File: src/rtl/oahm_pkg.sv
package oahm_pkg;

	localparam int HASH_W = 32;
	localparam int STATUS_W = 3;
	localparam int COUNT_W = 11;

	typedef enum logic [STATUS_W-1:0] {
		ST_INSERTED  = 3'd0,
		ST_REPLACED  = 3'd1,
		ST_FOUND     = 3'd2,
		ST_NOT_FOUND = 3'd3,
		ST_UNHASH    = 3'd4,
		ST_FULL      = 3'd5
	} status_t;

	typedef enum logic [1:0] {
		OP_SET = 2'd0,
		OP_GET = 2'd1
	} op_t;

	typedef enum logic [3:0] {
		FSM_CLR,
		FSM_IDLE,
		FSM_INIT,
		FSM_PRD,
		FSM_PCHK,
		FSM_GCHK,
		FSM_GCLR,
		FSM_GRD,
		FSM_GSRC,
		FSM_GINIT,
		FSM_GPRD,
		FSM_GPCHK,
		FSM_GNEXT,
		FSM_RESP
	} fsm_t;

	typedef struct packed {
		logic    load_item;
		logic    probe_init;
		logic    probe_step;
		logic    rd_src;
		logic    clr_all;
		logic    clr_grow;
		logic    sweep_rst;
		logic    wr_insert;
		logic    cnt_inc;
		logic    set_status;
		status_t status;
		logic    cap_value;
		logic    load_src;
		logic    src_rst;
		logic    src_inc;
		logic    grow_mode;
		logic    commit_grow;
		logic    out_load;
	} cmd_t;

	typedef struct packed {
		logic unhash;
		logic is_get;
		logic empty;
		logic match;
		logic exhausted;
		logic refuse;
		logic need_grow;
		logic all_last;
		logic grow_last;
		logic src_last;
		logic src_valid;
		logic out_free;
	} sts_t;

endpackage

File: src/rtl/oahm_ctrl.sv
module oahm_ctrl import oahm_pkg::*; (
	input  logic clk,
	input  logic arst_n,
	input  logic req_valid,
	output logic req_stall,
	input  sts_t sts,
	output cmd_t cmd
);

	fsm_t state_q, state_d;
	logic accept;

	assign req_stall = (state_q != FSM_IDLE);
	assign accept = req_valid && (state_q == FSM_IDLE);

	always_ff @(posedge clk or negedge arst_n) begin
		if (!arst_n) begin
			state_q <= FSM_CLR;
		end else begin
			state_q <= state_d;
		end
	end

	always_comb begin
		state_d = state_q;
		case (state_q)
			FSM_CLR: if (sts.all_last) state_d = FSM_IDLE;
			FSM_IDLE: if (accept) state_d = FSM_INIT;
			FSM_INIT: state_d = sts.unhash ? FSM_RESP : FSM_PRD;
			FSM_PRD: state_d = FSM_PCHK;
			FSM_PCHK: begin
				if (sts.empty) begin
					state_d = (sts.is_get || sts.refuse) ? FSM_RESP : FSM_GCHK;
				end else if (sts.match || sts.exhausted) begin
					state_d = FSM_RESP;
				end else begin
					state_d = FSM_PRD;
				end
			end
			FSM_GCHK: state_d = sts.need_grow ? FSM_GCLR : FSM_RESP;
			FSM_GCLR: if (sts.grow_last) state_d = FSM_GRD;
			FSM_GRD: state_d = FSM_GSRC;
			FSM_GSRC: begin
				if (sts.src_valid) begin
					state_d = FSM_GINIT;
				end else if (sts.src_last) begin
					state_d = FSM_RESP;
				end else begin
					state_d = FSM_GRD;
				end
			end
			FSM_GINIT: state_d = FSM_GPRD;
			FSM_GPRD: state_d = FSM_GPCHK;
			FSM_GPCHK: begin
				if (sts.empty || sts.match || sts.exhausted) begin
					state_d = FSM_GNEXT;
				end else begin
					state_d = FSM_GPRD;
				end
			end
			FSM_GNEXT: state_d = sts.src_last ? FSM_RESP : FSM_GRD;
			FSM_RESP: if (sts.out_free) state_d = FSM_IDLE;
			default: state_d = FSM_CLR;
		endcase
	end

	always_comb begin
		cmd = '0;
		cmd.status = ST_INSERTED;
		case (state_q)
			FSM_CLR: cmd.clr_all = 1'b1;
			FSM_IDLE: cmd.load_item = accept;
			FSM_INIT: begin
				if (sts.unhash) begin
					cmd.set_status = 1'b1;
					cmd.status = ST_UNHASH;
				end else begin
					cmd.probe_init = 1'b1;
				end
			end
			FSM_PCHK: begin
				if (sts.empty) begin
					cmd.set_status = 1'b1;
					if (sts.is_get) begin
						cmd.status = ST_NOT_FOUND;
					end else if (sts.refuse) begin
						cmd.status = ST_FULL;
					end else begin
						cmd.status = ST_INSERTED;
						cmd.wr_insert = 1'b1;
						cmd.cnt_inc = 1'b1;
					end
				end else if (sts.match) begin
					cmd.set_status = 1'b1;
					if (sts.is_get) begin
						cmd.status = ST_FOUND;
						cmd.cap_value = 1'b1;
					end else begin
						cmd.status = ST_REPLACED;
						cmd.wr_insert = 1'b1;
					end
				end else if (sts.exhausted) begin
					cmd.set_status = 1'b1;
					cmd.status = sts.is_get ? ST_NOT_FOUND : ST_FULL;
				end else begin
					cmd.probe_step = 1'b1;
				end
			end
			FSM_GCHK: begin
				cmd.sweep_rst = 1'b1;
				cmd.src_rst = 1'b1;
			end
			FSM_GCLR: begin
				cmd.grow_mode = 1'b1;
				cmd.clr_grow = 1'b1;
			end
			FSM_GRD: begin
				cmd.grow_mode = 1'b1;
				cmd.rd_src = 1'b1;
			end
			FSM_GSRC: begin
				cmd.grow_mode = 1'b1;
				if (sts.src_valid) begin
					cmd.load_src = 1'b1;
				end else if (sts.src_last) begin
					cmd.commit_grow = 1'b1;
				end else begin
					cmd.src_inc = 1'b1;
				end
			end
			FSM_GINIT: begin
				cmd.grow_mode = 1'b1;
				cmd.probe_init = 1'b1;
			end
			FSM_GPRD: cmd.grow_mode = 1'b1;
			FSM_GPCHK: begin
				cmd.grow_mode = 1'b1;
				if (sts.empty || sts.match) begin
					cmd.wr_insert = 1'b1;
				end else if (!sts.exhausted) begin
					cmd.probe_step = 1'b1;
				end
			end
			FSM_GNEXT: begin
				cmd.grow_mode = 1'b1;
				if (sts.src_last) begin
					cmd.commit_grow = 1'b1;
				end else begin
					cmd.src_inc = 1'b1;
				end
			end
			FSM_RESP: cmd.out_load = sts.out_free;
			default: cmd = '0;
		endcase
	end

endmodule

File: config.mk
export PLATFORM = sky130hd
export DESIGN_NAME = oahm_ctrl
export DESIGN_NICKNAME = d
export VERILOG_FILES = /design/src/rtl/oahm_pkg.sv /design/src/rtl/oahm_ctrl.sv
export SDC_FILE = /design/constraint.sdc
export NUM_CORES = 1
export LEC_CHECK = 0
export BUFFER_PORTS_ARGS = -buffer_cell sky130_fd_sc_hd__buf_4
export CAP_MARGIN = 20
export CORE_AREA = 10 10 51 53
export DETAILED_ROUTE_END_ITERATION = 10
export DIE_AREA = 0 0 61 63
export GPL_TIMING_DRIVEN = 0
export HOLD_SLACK_MARGIN = 0.08
export PLACE_DENSITY_LB_ADDON = 0.3
export SETUP_SLACK_MARGIN = 0.3
export SLEW_MARGIN = 20
export SYNTH_ARGS = -nofsm -noshare
export SYNTH_HDL_FRONTEND = slang
export SYNTH_SLANG_ARGS = --single-unit
File: constraint.sdc
create_clock -name clk -period 1.86 [get_ports clk]
set_clock_uncertainty 0.05 [all_clocks]
set_input_delay 0.186 -clock clk [delete_from_list [all_inputs] [get_ports clk]]
set_output_delay 0.186 -clock clk [all_outputs]
set_load 0.1 [all_outputs]
==> results.json, run 1 <==
{
  "lastStage": "clock tree synthesis (4_1_cts)",
  "ys.flop_type": "dfrtp_1",
  "cts.repair.resized": 92,
  "rows": 15,
  "io_pins": 36,
  "synth_edf_count": 0,
  "gp_congestion": 0.934,
  "synth_sequential_area_ratio_pct": 14.8,
  "htreeDepth": 1,
  "ys_warn_count": 0,
  "synth_seq_cells": 4,
  "cts_sinks": 4,
  "start_util_pct": 40.8,
  "cts_setup_buffers": 25,
  "avgSynthCellArea_um2": 6.95,
  "synth_cell_types": 42,
  "post-place-cells": 149,
  "post-dp-hpwl_um": 2160,
  "syn_inst": 97,
  "syn_nets": 112,
  "dp_slack_ns": -0.206,
  "die_h_um": 63,
  "dpl_cell_area_mm2": 0.00117,
  "cts-buffers-inserted": 3,
  "synth_area_um2": 674,
  "status": "stopped before the end",
  "cts.path.max_buffers": 2,
  "fp.dieW_um": 61,
  "root_buffer": "clkbuf_4",
  "ctsHoldBuffers": 1,
  "postSynth.asyncResetShare_pct": 100,
  "port_buffers": 35,
  "tool.error": "[ERROR DPL-0038] Utilization greater than 100%, impossible to legalize"
}
==> Yosys cell counts (2+ instances only) <==
library cell,n,share of area [%]
nor2_1,11,6.1
nand2_1,8,4.5
a21oi_1,5,3.7
nor2b_1,5,4.6
nor3_1,5,3.7
clkbuf_1,4,2.2
dfrtp_1,4,15
nand2b_1,4,3.7
nand3_1,4,3.0
a21o_1,3,3.3
a31oi_1,3,2.8
a22oi_1,2,2.2
a32o_1,2,3.0
and3_1,2,1.9
and4_1,2,2.6
buf_2,2,1.5
mux2i_1,2,3.0
o211ai_1,2,2.2
o21ai_0,2,1.5
o21ai_1,2,1.5
or3_1,2,1.9
==> through the flow <==
| stage | util, % | hold slack, ns |
|---|---|---|
| 2_1_floorplan | - | -0.160 |
| 3_3_place_gp | 70.8 | -0.0702 |
| 3_5_place_dp | 70.8 | -0.0685 |
==> cells by family after synthesis <==
group / after synthesis / synth area share (%)
AOI/OAI and AO/OA: 29 / 30.1
buffers and inverters: 11 / 8.16
DFF: 4 / 14.8
muxes: 2 / 2.97
and+or+nand+nor: 51 / 44.0
==> inputs of run 2 (changes only) <==
- CORE_AREA: 10 10 51 53 -> 10 10 71 73
- DIE_AREA: 0 0 61 63 -> 0 0 81 83
- HOLD_SLACK_MARGIN: 0.08 -> not set
- PLACE_DENSITY_LB_ADDON: 0.3 -> 0.15
- SETUP_SLACK_MARGIN: 0.3 -> not set
==> results.json, run 2 <==
{
  "fin_util_pct": 45.3,
  "tns_ns": -0.867,
  "combPwrFrac_pct": 89.4,
  "core_mm2": 0.00363,
  "layout_min_cycle_time_ns": 2.13,
  "synth_edf_count": 0,
  "mostFrequentLayoutCells": "buf_4, buf_6, buf_12, nand2_1, nor2_4",
  "p_leak_nw": 0.682,
  "cts_tree": "built",
  "slowest_delay_ns": 0.59,
  "largest_reg_flops": 4,
  "syn_inst": 97,
  "netlist_top_cells_count": "nor2_1, nand2_1, a21oi_1, nor2b_1, nor3_1",
  "first_pass_iters": 4,
  "finalCritPeriodShare_pct": 114,
  "power_density_mw_per_mm2": 2110,
  "drt_iter0_drc": 27,
  "ant_nets": 0,
  "synth_top_cell_by_area": "dfrtp_1",
  "endpoint": "cmd[12]",
  "p_switching_mw": 1.96,
  "cts-buffers-inserted": 3,
  "grt_pass1_vias": 1002,
  "postSynth.asyncResetShare_pct": 100,
  "drv_slew": 0,
  "start_util_pct": 18.6,
  "drv_cap": 0,
  "syn_nets": 112,
  "largest_register": "state_q",
  "drive_gt1_share_pct": 63.5,
  "r2r-end": "state_q[0]",
  "cts.path.max_buffers": 2,
  "ys_warn_count": 0,
  "synth_seq_cells": 4,
  "cts_sinks": 4,
  "slowest_stage": "or4b_4",
  "total_power_mw": 3.47,
  "status": "complete, but fails checks",
  "dp_slack_ns": -0.210,
  "fp.dieW_um": 81,
  "synth_area_um2": 674,
  "failed_checks": "setup timing",
  "r2r-start": "state_q[0]",
  "reg2reg_slack_ns": 0.01,
  "diodes": 0,
  "end_kind": "output pin",
  "cp_max_fo": 6,
  "synth_cell_types": 42,
  "track_usage_pct": 9.08,
  "slew_headroom_pct": 78.1,
  "required_ns": 1.62,
  "swShare_pct": 56.5,
  "final-hold-violation-count": 0,
  "wire_per_inst_um": 16.3,
  "reg_top3": "state_q x4",
  "grt_max_degree": 11,
  "via_count": 1028,
  "clock_latency_ns": 0.22,
  "die_h_um": 83,
  "netlist.area_leader.share_pct": 14.8,
  "start_kind": "register",
  "via_per_inst": 5.04,
  "syn2layout_area_growth_pct": 144,
  "fin_nets": 173,
  "setup_violations": 6,
  "seq_power_share_pct": 5.2,
  "intPower_mw": 1.51,
  "grt_pass1_wl_um": 5050,
  "critPathKind": "reg2out",
  "worst_pin_slew_ns": 0.325,
  "synth.area.top_cells": "dfrtp_1, nor2_1, nor2b_1",
  "ys.flop_type": "dfrtp_1",
  "final_common_cell": "buf_4",
  "rows": 22,
  "setup_slack_ns": -0.270,
  "io_pins": 36,
  "wirelength_um": 3320,
  "clk_pin_slew_ns": 0.03,
  "avgSynthCellArea_um2": 6.95,
  "synth.most_common_cell": "nor2_1",
  "overflow": 0,
  "ir_worst_vdd_mv": 0.975,
  "ff2ff_path_depth": 8,
  "route.detailed.drc": 0,
  "cp.arrival_ns": 1.89,
  "fmax_mhz": 470,
  "gp_congestion": 0.852,
  "rsz0062_at_grt": "true",
  "die_area_mm2": 0.00672,
  "hold_path.class": "in2async",
  "port_buffers": 35,
  "crit_chain": "or4b_4 > a211o_1 > a21oi_4 > buf_12",
  "pwr-share-clk_pct": 5.4,
  "crit_path_start": "state_q[3]",
  "nFillCells": 371,
  "htreeDepth": 1,
  "synth_sequential_area_ratio_pct": 14.8,
  "root_buffer": "clkbuf_8",
  "antenna_found_initial": 0,
  "post-dp-hpwl_um": 2320
}
-- run 2: cells by family (layout without fill, tap and decap cells) --
family | after synthesis | count (layout) | synth area share (%)
simple gates | 51 | 51 | 44.0
compound gates | 29 | 29 | 30.1
flops | 4 | 4 | 14.8
buf+inv | 11 | 70 | 8.16
mux | 2 | 2 | 2.97
-- run 2: layer usage --
| layer | global-route usage [%] | part of all wire, % |
|---|---|---|
| met4 | 3.13 | 0.57 |
| met2 | 14.8 | 51 |
| met1 | 10.8 | 41 |
| met5 | 0 | 0 |
| met3 | 2.80 | 7.8 |
-- run 2: power by group through the flow --
| stage | registers, mW | clock network [mW] | logic [mW] |
|---|---|---|---|
| CTS | 0.183 | 0.187 | 2.76 |
| detailed placement | 0.179 | 0 | 2.36 |
| global route | 0.185 | 0.198 | 3.24 |
| floorplan | 0.167 | 0 | 1.92 |
| global placement | 0.181 | 0 | 2.36 |
| finish | 0.180 | 0.187 | 3.10 |
-- run 2: through the flow --
step	instance area [um2]	std cells	hold slack, ns
2_1_floorplan	853	97	-0.160
3_3_place_gp	1180	180	-0.0703
3_5_place_dp	1180	180	-0.0661
4_1_cts	1490	195	0.248
5_1_grt	1650	204	0.277
6_report	1650	204	0.248
-- run 2: layout make-up --
cell class,count,area (um2),area share (%)
Sequential cell,4,103,6.23
Tap cell,48,60.1,3.65
Timing Repair Buffer,56,601,36.5
Buffer,9,103,6.23
Clock buffer,3,41.3,2.51
Inverter,2,7.51,0.456
Multi-Input combinational cell,82,732,44.5
-- run 2: worst min-delay path by stage --
stage,start,endpoint,slack [ns],cells after the start
after floorplan,arst_n,state_q[0],-0.16,0
after global placement,arst_n,state_q[2],-0.07,1
after detailed placement,arst_n,state_q[2],-0.07,1
after CTS,arst_n,state_q[0],0.25,2
after global routing,arst_n,state_q[0],0.28,2
final,arst_n,state_q[0],0.25,2
-- run 2: worst max-delay path, delay by kind of cell, from the launching register on --
kind,cells,cell delay (ns)
compound gates,2,0.45
flops,1,0.44
buf+inv,1,0.19
simple gates,1,0.59
-- run 2: timing repair --
item	4_1_cts	5_1_grt
hold endpoints to repair	4	0
pin swaps	7	6
setup endpoints to repair	18	20
hold buffers	1	0
resized for setup	49	26
setup buffers	11	9
Power figures use the tool's default switching activity.
